## src/rtl/core/spm_pkg.sv

```systemverilog
`default_nettype none
package spm_pkg;

    localparam int PAGE_BYTES       = 4096;
    localparam int HEADER_BYTES     = 8;
    localparam int SLOT_ENTRY_BYTES = 4;
    localparam int MAX_SLOTS        = 1024;
    localparam int ADDR_W           = 12;
    localparam int SLOT_W           = 10;

    // item kinds as they arrive
    localparam logic [2:0] KIND_INS_START = 3'd0;
    localparam logic [2:0] KIND_INS_BYTE  = 3'd1;
    localparam logic [2:0] KIND_READ      = 3'd2;
    localparam logic [2:0] KIND_REMOVE    = 3'd3;
    localparam logic [2:0] KIND_COMPACT   = 3'd4;
    localparam logic [2:0] KIND_PEEK      = 3'd5;

    // classified operations
    localparam logic [2:0] OP_INS_START = 3'd0;
    localparam logic [2:0] OP_INS_BYTE  = 3'd1;
    localparam logic [2:0] OP_READ      = 3'd2;
    localparam logic [2:0] OP_REMOVE    = 3'd3;
    localparam logic [2:0] OP_COMPACT   = 3'd4;
    localparam logic [2:0] OP_PEEK      = 3'd5;
    localparam logic [2:0] OP_BAD       = 3'd6;

    // status codes
    localparam logic [2:0] ST_OK       = 3'd0;
    localparam logic [2:0] ST_NO_SPACE = 3'd1;
    localparam logic [2:0] ST_RANGE    = 3'd2;
    localparam logic [2:0] ST_REMOVED  = 3'd3;
    localparam logic [2:0] ST_SEQ      = 3'd4;

    typedef struct packed {
        logic [2:0]  kind;
        logic [11:0] record_length;
        logic [7:0]  data_byte;
        logic [9:0]  slot_number;
        logic [11:0] byte_address;
    } in_item_t;

    typedef struct packed {
        logic [2:0]  status;
        logic [9:0]  slot_id;
        logic [11:0] record_offset;
        logic [11:0] length_out;
        logic [7:0]  byte_out;
        logic [12:0] free_bytes;
    } out_item_t;

    typedef struct packed {
        logic [2:0]  op;
        logic [11:0] record_length;
        logic [7:0]  data_byte;
        logic [9:0]  slot_number;
        logic [11:0] byte_address;
    } cmd_t;

    function automatic logic [12:0] free_calc(input logic [10:0] slots,
                                              input logic [12:0] dend);
        logic [16:0] dir;
        logic [16:0] ds;
        logic [12:0] r;
        dir = 17'(slots) * 17'(SLOT_ENTRY_BYTES);
        ds  = 17'(PAGE_BYTES) - dir;
        if (dir > 17'(PAGE_BYTES) || ds <= 17'(dend))
            r = 13'd0;
        else
            r = 13'(ds - 17'(dend));
        return r;
    endfunction

endpackage
`default_nettype wire

```

## src/rtl/core/spm_front.sv

```systemverilog
`default_nettype none
module spm_front (
    input  wire logic               clk,
    input  wire logic               rst_n,
    input  wire logic               push,
    input  wire spm_pkg::in_item_t  item,
    output logic                    full,
    output logic                    cmd_valid,
    output spm_pkg::cmd_t           cmd,
    input  wire logic               cmd_take
);

    spm_pkg::cmd_t q_reg [2];
    logic          wr_ptr_reg;
    logic          rd_ptr_reg;
    logic [1:0]    count_reg;
    spm_pkg::cmd_t classified;
    logic          do_push;

    // decode kind into an operation
    always_comb
    begin
        classified.record_length = item.record_length;
        classified.data_byte     = item.data_byte;
        classified.slot_number   = item.slot_number;
        classified.byte_address  = item.byte_address;
        case (item.kind)
            spm_pkg::KIND_INS_START: classified.op = spm_pkg::OP_INS_START;
            spm_pkg::KIND_INS_BYTE:  classified.op = spm_pkg::OP_INS_BYTE;
            spm_pkg::KIND_READ:      classified.op = spm_pkg::OP_READ;
            spm_pkg::KIND_REMOVE:    classified.op = spm_pkg::OP_REMOVE;
            spm_pkg::KIND_COMPACT:   classified.op = spm_pkg::OP_COMPACT;
            spm_pkg::KIND_PEEK:      classified.op = spm_pkg::OP_PEEK;
            default:                 classified.op = spm_pkg::OP_BAD;
        endcase
    end

    assign full      = (count_reg == 2'd2);
    assign do_push   = push && !full;
    assign cmd_valid = (count_reg != 2'd0);
    assign cmd       = q_reg[rd_ptr_reg];

    always_ff @(posedge clk)
    begin
        if (do_push)
            q_reg[wr_ptr_reg] <= classified;
    end

    always_ff @(posedge clk or negedge rst_n)
    begin
        if (!rst_n)
        begin
            wr_ptr_reg <= 1'b0;
            rd_ptr_reg <= 1'b0;
            count_reg  <= 2'd0;
        end
        else
        begin
            if (do_push)
                wr_ptr_reg <= !wr_ptr_reg;
            if (cmd_take)
                rd_ptr_reg <= !rd_ptr_reg;
            count_reg <= count_reg + 2'(do_push) - 2'(cmd_take);
        end
    end

endmodule
`default_nettype wire

```

## config.mk

```make
export PLATFORM = sky130hd
export DESIGN_NAME = spm_front
export DESIGN_NICKNAME = d
export VERILOG_FILES = /design/src/rtl/core/spm_pkg.sv /design/src/rtl/core/spm_front.sv
export SDC_FILE = /design/constraint.sdc
export NUM_CORES = 1
export LEC_CHECK = 0
export BUFFER_PORTS_ARGS = -buffer_cell sky130_fd_sc_hd__buf_2
export CAP_MARGIN = 20
export CORE_MARGIN = 8
export CORE_UTILIZATION = 30
export CTS_BUF_LIST = sky130_fd_sc_hd__clkbuf_2
export DETAILED_ROUTE_END_ITERATION = 10
export HOLD_SLACK_MARGIN = 0.02
export PLACE_DENSITY = 0.59
export SLEW_MARGIN = 25
export SYNTH_ARGS = -nofsm -noshare
export SYNTH_HDL_FRONTEND = slang
export SYNTH_SLANG_ARGS = --single-unit
```

## constraint.sdc

```tcl
create_clock -name clk -period 3.5 [get_ports clk]
set_input_delay 0.35 -clock clk [delete_from_list [all_inputs] [get_ports clk]]
set_output_delay 0.35 -clock clk [all_outputs]
set_load 0.02 [all_outputs]
```

=== After elaboration in Yosys (flattened, before gate mapping) ===
Memories as Yosys holds them, arrays and structs flattened.
Index checks and enable logic that the tools add are counted.

* Mux-type cells: 3
* Eq/ne operators: 6
* $add $sub $neg: 2
* Reduce and logical (&&, ||, !) cells: 6

{| class="wikitable"
|+ Operator list
! cell !! number
|-
| 3-bit case mux with 6 select lines || 1
|-
| 3-bit by 2-bit equality test with 1-bit output (second input constant) || 2
|-
| 3-bit equality test (second input constant) || 2
|-
| 3-bit by 1-bit equality test with 1-bit output (second input constant) || 1
|-
| 1-bit logical NOT || 3
|-
| 3-bit logical NOT || 1
|-
| 2-bit by 1-bit adder with 2-bit output || 1
|-
| 2-bit equality test (second input constant) || 1
|-
| 1-bit 2-to-1 mux || 2
|-
| 2-bit nonzero test || 1
|-
| 2-bit by 1-bit subtractor with 2-bit output || 1
|-
| 1-bit logical AND || 1
|}

* Register bits: 4
* Output and inout port bits: 47
* Word-level logic and storage cells: 21
* Input bits: 49
* Memory bits (writable): 90
* Memories: 1

{| class="wikitable"
|+ Memory list
! name !! words !! width !! rd ports !! clocked after Yosys merged registers in !! wr ports !! line !! source
|-
| q_reg || 2 || 45 || 1 || 0 || 1 || spm_front.sv:13 || <nowiki>spm_pkg::cmd_t q_reg [2];</nowiki>
|}

=== Logic depth before layout (Yosys ltp) ===
Gate-level depths: netlist of run 1.

* Depth after elaboration: 5
* Mapped depth: 7

=== Worst setup path before layout of run 1 ===
No wires, ideal clock.

* Kind: reg-to-reg
* From: register count_reg[1]
* To: memory q_reg[0][0] (netlist bit), enable pin
* Cell stages (with the launch flop): 4
* Data required time: 3053 ps
* Setup time: 447 ps
* Arrival time: 2480 ps
* Path slack: 573 ps
* Clock period less this slack: 2927 ps
* Path through: dfrtp_1 > nand2b_1 > nand2_1 > nor2_1

* Longest elaborated chain between the ends: 5

{| class="wikitable"
|+ Ends and longest elaborated chain
! what !! line !! source
|-
| start, declared || spm_front.sv:16 || <nowiki>logic [1:0] count_reg;</nowiki>
|-
| start signal, assigned || spm_front.sv:63 || <nowiki>count_reg <= count_reg + 2'(do_push) - 2'(cmd_take);</nowiki>
|-
| 2-bit equality test || spm_front.sv:38 || <nowiki>assign full = (count_reg == 2'd2);</nowiki>
|-
| 1-bit logical NOT || spm_front.sv:39 || <nowiki>assign do_push = push && !full;</nowiki>
|-
| 1-bit logical AND || spm_front.sv:39 ||
|-
| 1-bit 2-to-1 mux || spm_front.sv:45 || <nowiki>if (do_push)</nowiki>
|-
| 1-bit 2-to-1 mux (not written as such) || spm_front.sv:46 || <nowiki>q_reg[wr_ptr_reg] <= classified;</nowiki>
|-
| end, declared || spm_front.sv:13 ||
|}

Every way passes these cells.

==> results of run 1 <==
[critical path, delay by kind of cell (launching register included)]
kind | cells | cell delay, ps
flip-flops | 1 | 420
multiplexers | 1 | 400
buffers and inverters | 2 | 470
[timing repair]
action	4_1_cts	5_1_grt
hold buffers	46	1
gates resized for setup	0	0
endpoints found under the hold margin	93	1
[layer usage]
| metal | vias up | GRT usage, % | routed length [µm] |
|---|---|---|---|
| li1 | 915 | - | - |
| met1 | 896 | 9.72 | 2940 |
| met2 | 58 | 13.9 | 3180 |
| met3 | 9 | 3.77 | 404 |
| met4 | 0 | 3.61 | 91 |
| met5 | - | 0 | 0 |
[area by class of cell]
| type | instances | share of cell area (%) |
|---|---|---|
| inverters | 2 | 0.154 |
| clock buffers | 12 | 1.23 |
| repair buffers | 144 | 19.9 |
| well taps | 147 | 3.77 |
| clock inverters | 4 | 1.95 |
| flip-flops and latches | 94 | 57.4 |
| multi-input cells | 57 | 15.6 |
[metrics by stage]
stage | cells | utilization (%) | setup WS, ps
2_1_floorplan | 160 | - | 573
3_3_place_gp | 397 | 35.6 | 1490
3_5_place_dp | 397 | 35.6 | 1390
4_1_cts | 459 | 40.7 | 1250
5_1_grt | 460 | 40.8 | 1180
6_report | 460 | 40.8 | 1310
[final timing paths]
| check | depth (start not counted) | endpoint | from |
|---|---|---|---|
| setup reg to reg | 4 | q_reg[0][21] | count_reg[0] |
| min in group asynchronous | 3 | count_reg[0] | rst_n |
| setup / recovery | 3 | cmd[2] | rd_ptr_reg |
| hold / removal | 3 | wr_ptr_reg | push |
| max in group asynchronous | 3 | rd_ptr_reg | rst_n |
| hold reg to reg | 1 | count_reg[1] | count_reg[1] |
[cells in the final DEF (no fill, tap or decap), types with 2 or more instances in the layout]
cell	instances
xnor2_1	3
mux2_4	39
mux2_2	6
buf_2	95
dlygate4sd3_1	47
clkbuf_2	12
ha_1	2
inv_1	2
edfxtp_1	90
bufinv_16	3
dfrtp_1	3
[power by group]
part	switching [µW]	internal (µW)	leakage (µW)
sequential	69.1	1540	0.000881
clock	331	316	0.0000962
combinational	804	652	0.000984
[kinds of logic (layout without fill, tap and decap cells)]
group / after synthesis / in the layout / share of synthesized area, %
muxes: 45 / 45 / 17.9
and+or+nand+nor: 5 / 5 / 0.719
xor gates and xnor gates: 4 / 4 / 0.958
AOI/OAI and AO/OA: 1 / 1 / 0.205
buffers and inverters: 9 / 162 / 2.91
DFF: 94 / 94 / 76.7
adders and majority gates: 2 / 2 / 0.684
==> run summary, run 1 <==
Iter 0 DRT Violations - 46
setup TNS - 0 ps
hold slack final - 191 ps
mean routed wirelength per cell - 14.4 µm
maximum VDD drop - 0.596 mV
grt total ovfl - 0
Avg Vias per Cell - 4.08
crit path max fanout - 46
Tmin final - 2190 ps
power consumption - 3710 µW
htree depth - 3
max-slew violations - 0
synth cell count leaders - edfxtp_1 (90), mux2_4 (39), mux2_2 (6)
Placed Area - 4260 µm²
register area - 2800 µm²
fillers - 1,091
antenna violations before repair - 0
Total Wirelength - 6620 µm
status - finished, final reports clean
synthesized instance count - 160
Synth area leaders - edfxtp_1 (74%), mux2_4 (16%), dfrtp_1 (2.7%)
Seq/Total Area, Yosys - 76.7%
most numerous cell in the Yosys netlist - edfxtp_1
Num CTS Buffers - 9
Clock Skew - 26.5 ps
Pre-Repair DR Iteration Count - 3
GR Util All Layers - 8.59%
die extent in y - 126 µm
post-synth cell types - 17
fmax - 456 MHz
critical path class - flop to output port
largest net degree at the start of global routing - 47
synthesized area - 3660 µm²
Initial Util - 30.6%
first-pass GRT wire length - 10,600 µm
arrival time worst endpoint - 1840 ps
I/O Buffers - 95
Post-CTS Setup Inserts - 0
Req. time, crit path - 3150 ps
top_reg_cell synth - edfxtp_1
share of cells above drive strength 1 - 51.8%
Max clock buf depth - 2
Fin. Hold Viols - 0
leading area contributor after synthesis - edfxtp_1
Mean Syn Cell Area - 22.9 µm²
critical path startpoint category - flop
Worst Setup End Kind - output port
post-synth top area share - 73.9%
Core Footprint - 12,000 µm²
Critical Path Slowest Stage Cell - dfrtp_2
Cell Pwr Density - 760 nW/µm²
CTS tree - done
max FFs per register - 90
area of the multi-input gates - 759 µm²
Synthesized Nets - 211
vias in the first global route - 2,153
Tightest Pin Transition - 706 ps
cells along the critical path - buf_12 -> mux2_2 -> buf_2
Max-Slew Margin vs Limit - 52.8%
register clock-pin slew on the reported worst setup and hold paths - 210 ps
unrepaired setup endpoints after global routing - no
via count - 1,878
final worst path period share - 62.7%
Max Cap Viol - 0
GPL Wtd Cong - 0.627
Worst R2R Setup Slack - 1440 ps
max incr delay on CP - 420 ps
Die X-Extent - 126 µm
final setup vio count - 0
root buf cell - clkbuf_2
Clock Latency Late Sink - 520 ps
yosys warns - 0
Final Instance Area - 4880 µm²
# DRC - 0
Final ANT Viol Nets - 0
num rows - 40
area grow syn2layout - 33.6%
Async S/R FF share, synth - 4.26%
Layout Nets - 359
worst hold-check path type - input pin to flop
Boundary Pins - 96
Antenna Diode Count - 0
FF+latch count, synth - 94
CTS Sinks - 94
Die ar. - 16,000 µm²
Post-synth EDFFs - 90
static leakage - 0.00196 µW
(Power assumes the default switching activity.)
==> run 2, diff against run 1 <==
Clock period 3.5 ns to 2.2 ns, I/O delays scaled along.
==> run summary, run 2 (same netlist as run 1, synthesis figures left out) <==
num rows - 40
most common cell after layout, fill and taps aside - buf_2
first-pass GRT wire length - 11,300 µm
htree depth - 3
final setup vio count - 0
largest net degree at the start of global routing - 29
# DRC - 0
FF-to-FF End - count_reg[1]
status - finished, final reports clean
Die X-Extent - 126 µm
Pre-Repair DR Iteration Count - 4
final worst path period share - 92.9%
register clock-pin slew on the reported worst setup and hold paths - 230 ps
CP top delay family - flip-flops
antenna violations before repair - 0
Layout Nets - 365
max FFs per register - 90
maximum VDD drop - 0.773 mV
I/O Buffers - 95
Max-Slew Margin vs Limit - 73.9%
max-slew violations - 0
Max clock buf depth - 2
die extent in y - 126 µm
CTS Sinks - 94
via count - 1,925
Final Instance Area - 4880 µm²
Tightest Pin Transition - 392 ps
hold path start - item[39]
grt total ovfl - 0
Fin. Hold Viols - 0
GR Util All Layers - 9.20%
worst-case reg-to-reg path depth - 7
non-filler instance count after layout - 466
area grow syn2layout - 33.4%
Placed Area - 4270 µm²
worst hold-check path type - input pin to flop
share of cells above drive strength 1 - 51.4%
Clock Latency Late Sink - 560 ps
max incr delay on CP - 440 ps
unrepaired setup endpoints after global routing - no
crit path max fanout - 26
Total Wirelength - 6930 µm
vias in the first global route - 2,237
Worst Hold Depth - 2
hold endpoint - q_reg[1][39]
arrival time worst endpoint - 1820 ps
Boundary Pins - 96
Avg Vias per Cell - 4.13
Worst Path Buf+Inv - 2
Initial Util - 30.6%
reg2reg start - count_reg[0]
hold slack final - 362 ps
critical path startpoint category - flop
Worst R2R Setup Slack - 570 ps
Clock Skew - 23.4 ps
Max Cap Viol - 0
Cells after DPL - 401
GPL Wtd Cong - 0.665
fmax - 489 MHz
Iter 0 DRT Violations - 91
mean routed wirelength per cell - 14.9 µm
Post-CTS Setup Inserts - 0
critical path class - flop to output port
Req. time, crit path - 1980 ps
CTS tree - done
Cell Pwr Density - 1170 nW/µm²
static leakage - 0.00197 µW
most frequent cells in the layout - buf_2 (95), edfxtp_1 (90), dlygate4sd3_1 (49)
Die ar. - 16,000 µm²
root buf cell - clkbuf_2
Worst Setup End Kind - output port
detailed-placement wirelength estimate - 4620 µm
Antenna Diode Count - 0
Critical Path Slowest Stage Cell - dfrtp_2
Num CTS Buffers - 9
post-route core utilization - 40.8%
Core Footprint - 12,000 µm²
Final ANT Viol Nets - 0
Tmin final - 2040 ps
cells along the critical path - buf_8 -> mux2_2 -> buf_2
-- run 2: per-layer routing --
layer	vias up	wire, µm	share of wire, %	global-route usage, %
met5	-	0	0	0
met3	12	411	5.9	3.64
li1	924	-	-	-
met1	933	2840	41	9.53
met2	56	3510	51	15.4
met4	0	166	2.4	5.66
-- run 2: how the worst max path moves through the flow --
stage	start	endpoint	slack (ps)	cells past startpoint
floorplan	count_reg[1]	q_reg[0][0]	20	3
global placement	rd_ptr_reg	cmd[1]	670	3
detailed placement	count_reg[1]	count_reg[1]	630	7
CTS	rd_ptr_reg	cmd[2]	-0.5	3
global route	rd_ptr_reg	cmd[2]	30	3
finish	rd_ptr_reg	cmd[1]	160	3
-- run 2: worst register-to-register path, stage by stage (launching register included) --
cell,delay [ps]
dfrtp_1,420
nand2b_1,160
nand2_1,150
ha_1,320
inv_1,40
ha_1,180
xnor2_1,180
xnor2_1,140
-- run 2: cell type report --
| type | count | area, µm² |
|---|---|---|
| flip-flops and latches | 94 | 2800 |
| clock inverters | 6 | 52.6 |
| clock buffers | 10 | 50.0 |
| multi-input cells | 57 | 756 |
| fillers | 1094 | 7090 |
| inverters | 2 | 7.51 |
| repair buffers | 150 | 1020 |
| well taps | 147 | 184 |
-- run 2: report_power, final --
| part | switching [µW] | total [µW] | leakage [µW] | internal (µW) |
|---|---|---|---|---|
| clock | 543 | 797 | 0.0000705 | 254 |
| sequential | 114 | 2560 | 0.000881 | 2440 |
| combinational | 1280 | 2340 | 0.00101 | 1060 |
| total | 1940 | 5700 | 0.00197 | 3760 |
-- run 2: metrics by stage --
step | TNS [ps] | worst slack (ps) | power (µW)
final | 0 | 156 | 5700
after global routing | 0 | 25.4 | 6030
after global placement | 0 | 674 | 4890
after CTS | -0.506 | -0.506 | 5820
after floorplan | 0 | 19.2 | 4390
after detailed placement | 0 | 630 | 4920
-- run 2: timing repair --
item / CTS / global route
hold buffers: 49 / 0
gates resized for setup: 2 / 2
setup endpoints to repair: 26 / 3
endpoints found under the hold margin: 96 / 0
==> run 3, diff against run 2 <==
Settings changed: ABC_AREA set to 1.
==> run summary, run 3 <==
synthesized instance count - 266
Switch Pwr - 2410 µW
Boundary Pins - 96
crit path max fanout - 6
root buf cell - clkbuf_2
status - finished, final reports clean
grt total ovfl - 0
Post-synth EDFFs - 90
register clock-pin slew on the reported worst setup and hold paths - 240 ps
Worst R2R Setup Slack - 730 ps
worst hold-check path type - input pin to flop
static leakage - 0.00217 µW
Iter 0 DRT Violations - 104
FF+latch count, synth - 94
most common cell after layout, fill and taps aside - buf_2
Pre-Repair DR Iteration Count - 4
Max clock buf depth - 2
Die X-Extent - 129 µm
critical path class - flop to output port
htree depth - 3
post-synth top area share - 70.9%
area grow syn2layout - 33.1%
Num CTS Buffers - 9
num rows - 41
antenna violations before repair - 0
post-synth cell types - 15
power consumption - 6050 µW
I/O Buffers - 95
Layout Nets - 472
top_reg_cell synth - edfxtp_1
clock share of power - 13.4%
Pint - 3630 µW
Req. time, crit path - 1980 ps
Setup WS pre-CTS - 559 ps
arrival time worst endpoint - 1820 ps
reg2reg start - count_reg[1]
Seq/Total Area, Yosys - 73.5%
GR Util All Layers - 9.64%
vias in the first global route - 2,510
share of cells above drive strength 1 - 39.9%
die extent in y - 129 µm
Worst Hold Depth - 3
CTS resizes - 0
fmax - 490 MHz
via count - 2,391
hold endpoint - rd_ptr_reg
maximum VDD drop - 0.524 mV
Fin. Hold Viols - 0
worst-case reg-to-reg path depth - 4
leading area contributor after synthesis - edfxtp_1
Worst Setup End Kind - output port
max FFs per register - 90
Antenna Diode Count - 0
Mean Syn Cell Area - 14.3 µm²
Core Footprint - 12,500 µm²
Tightest Pin Transition - 350 ps
Die ar. - 16,600 µm²
Synthesized Nets - 317
synth cell count leaders - edfxtp_1 (90), nand2_1 (55), inv_1 (53)
Avg Vias per Cell - 4.00
FF-to-FF End - q_reg[1][27]
CTS Sinks - 94
yosys warns - 0
Max-Slew Margin vs Limit - 76.6%
Final ANT Viol Nets - 0
final worst slack - 158 ps
most numerous cell in the Yosys netlist - edfxtp_1
Synth area leaders - edfxtp_1 (71%), o21ai_2 (10%), nand2_1 (5.4%)
largest net degree at the start of global routing - 28
Total Wirelength - 7740 µm
Max Cap Viol - 0
most frequent cells in the layout - buf_2 (96), edfxtp_1 (90), nand2_1 (55)
Clock Skew - 32.9 ps
net switching fraction of the power - 39.9%
Tmin final - 2040 ps
mean routed wirelength per cell - 12.9 µm
Comb pwr share - 44.0%
# DRC - 0
Cell Pwr Density - 1190 nW/µm²
synthesized area - 3810 µm²
Clock Latency Late Sink - 560 ps
final worst path period share - 92.8%
Async S/R FF share, synth - 4.26%
Reg power frac - 42.6%
Initial Util - 30.4%
CTS tree - done
final setup vio count - 0
GPL Wtd Cong - 0.706
detailed-placement wirelength estimate - 5080 µm
critical path startpoint category - flop
fillers - 1,221
first-pass GRT wire length - 12,100 µm
max-slew violations - 0
hold path start - cmd_take
[run 3: per-layer routing]
| layer | GRT usage, % | vias up | share of wire, % |
|---|---|---|---|
| met1 | 10.7 | 1105 | 42 |
| met5 | 0 | - | 0 |
| met3 | 3.60 | 13 | 6.8 |
| met4 | 5.87 | 0 | 2.6 |
| li1 | - | 1212 | - |
| met2 | 15.5 | 61 | 48 |
[run 3: final cells by class]
| cell class | count | area [µm²] | share of cell area (%) |
|---|---|---|---|
| clock buffers | 12 | 60.1 | 1.18 |
| clock inverters | 4 | 47.5 | 0.937 |
| inverters | 53 | 199 | 3.92 |
| multi-input cells | 107 | 659 | 13.0 |
| flip-flops and latches | 94 | 2810 | 55.3 |
| well taps | 172 | 215 | 4.24 |
| repair buffers | 156 | 1090 | 21.4 |
[run 3: worst max-delay path, stage by stage (launching register included)]
cell and delay [ps]:
dfrtp_4 620, buf_2 190, buf_4 150, nand2_1 70
o21ai_2 50, buf_2 160
[run 3: what timing repair did]
item	in CTS	in global routing
setup buffers	4	1
hold endpoints to repair	96	0
hold buffers	49	0
setup endpoints to repair	33	1
[run 3: metrics by stage]
step           hold WS [ps]  area (µm²)  instances  util (%)  setup TNS (ps)
3_5_place_dp           30.6        4420        528      35.3               0
6_report                352        5070        598      40.5               0
2_1_floorplan         -75.6        3810        266         -               0
3_3_place_gp           30.0        4420        528      35.3               0
4_1_cts                 256        5070        597      40.5               0
5_1_grt                 274        5070        598      40.5           -1.39
[run 3: worst max path at each step]
stage,start,to,cells past startpoint
4_1_cts,rd_ptr_reg,cmd[33],4
5_1_grt,rd_ptr_reg,cmd[32],5
2_1_floorplan,count_reg[1],q_reg[1][0],3
3_3_place_gp,rd_ptr_reg,cmd[23],4
6_report,rd_ptr_reg,cmd[21],5
3_5_place_dp,rd_ptr_reg,cmd[23],4
[run 3: cells by family (layout without fill, tap and decap cells)]
logic type	after synthesis	after routing	share of synthesized area, %
flops	94	94	73.5
xor+xnor	1	1	0.230
fa+ha+maj	2	2	0.656
buf+inv	65	225	9.36
simple gates	58	58	5.78
compound gates	46	46	10.4
[run 3: power by group through the flow]
stage	sequential (µW)	combinational [µW]	clock [µW]
floorplan	2570	1960	0
global placement	2680	2410	0
detailed placement	2700	2440	0
CTS	2580	2720	867
global route	2610	2920	930
finish	2570	2660	813
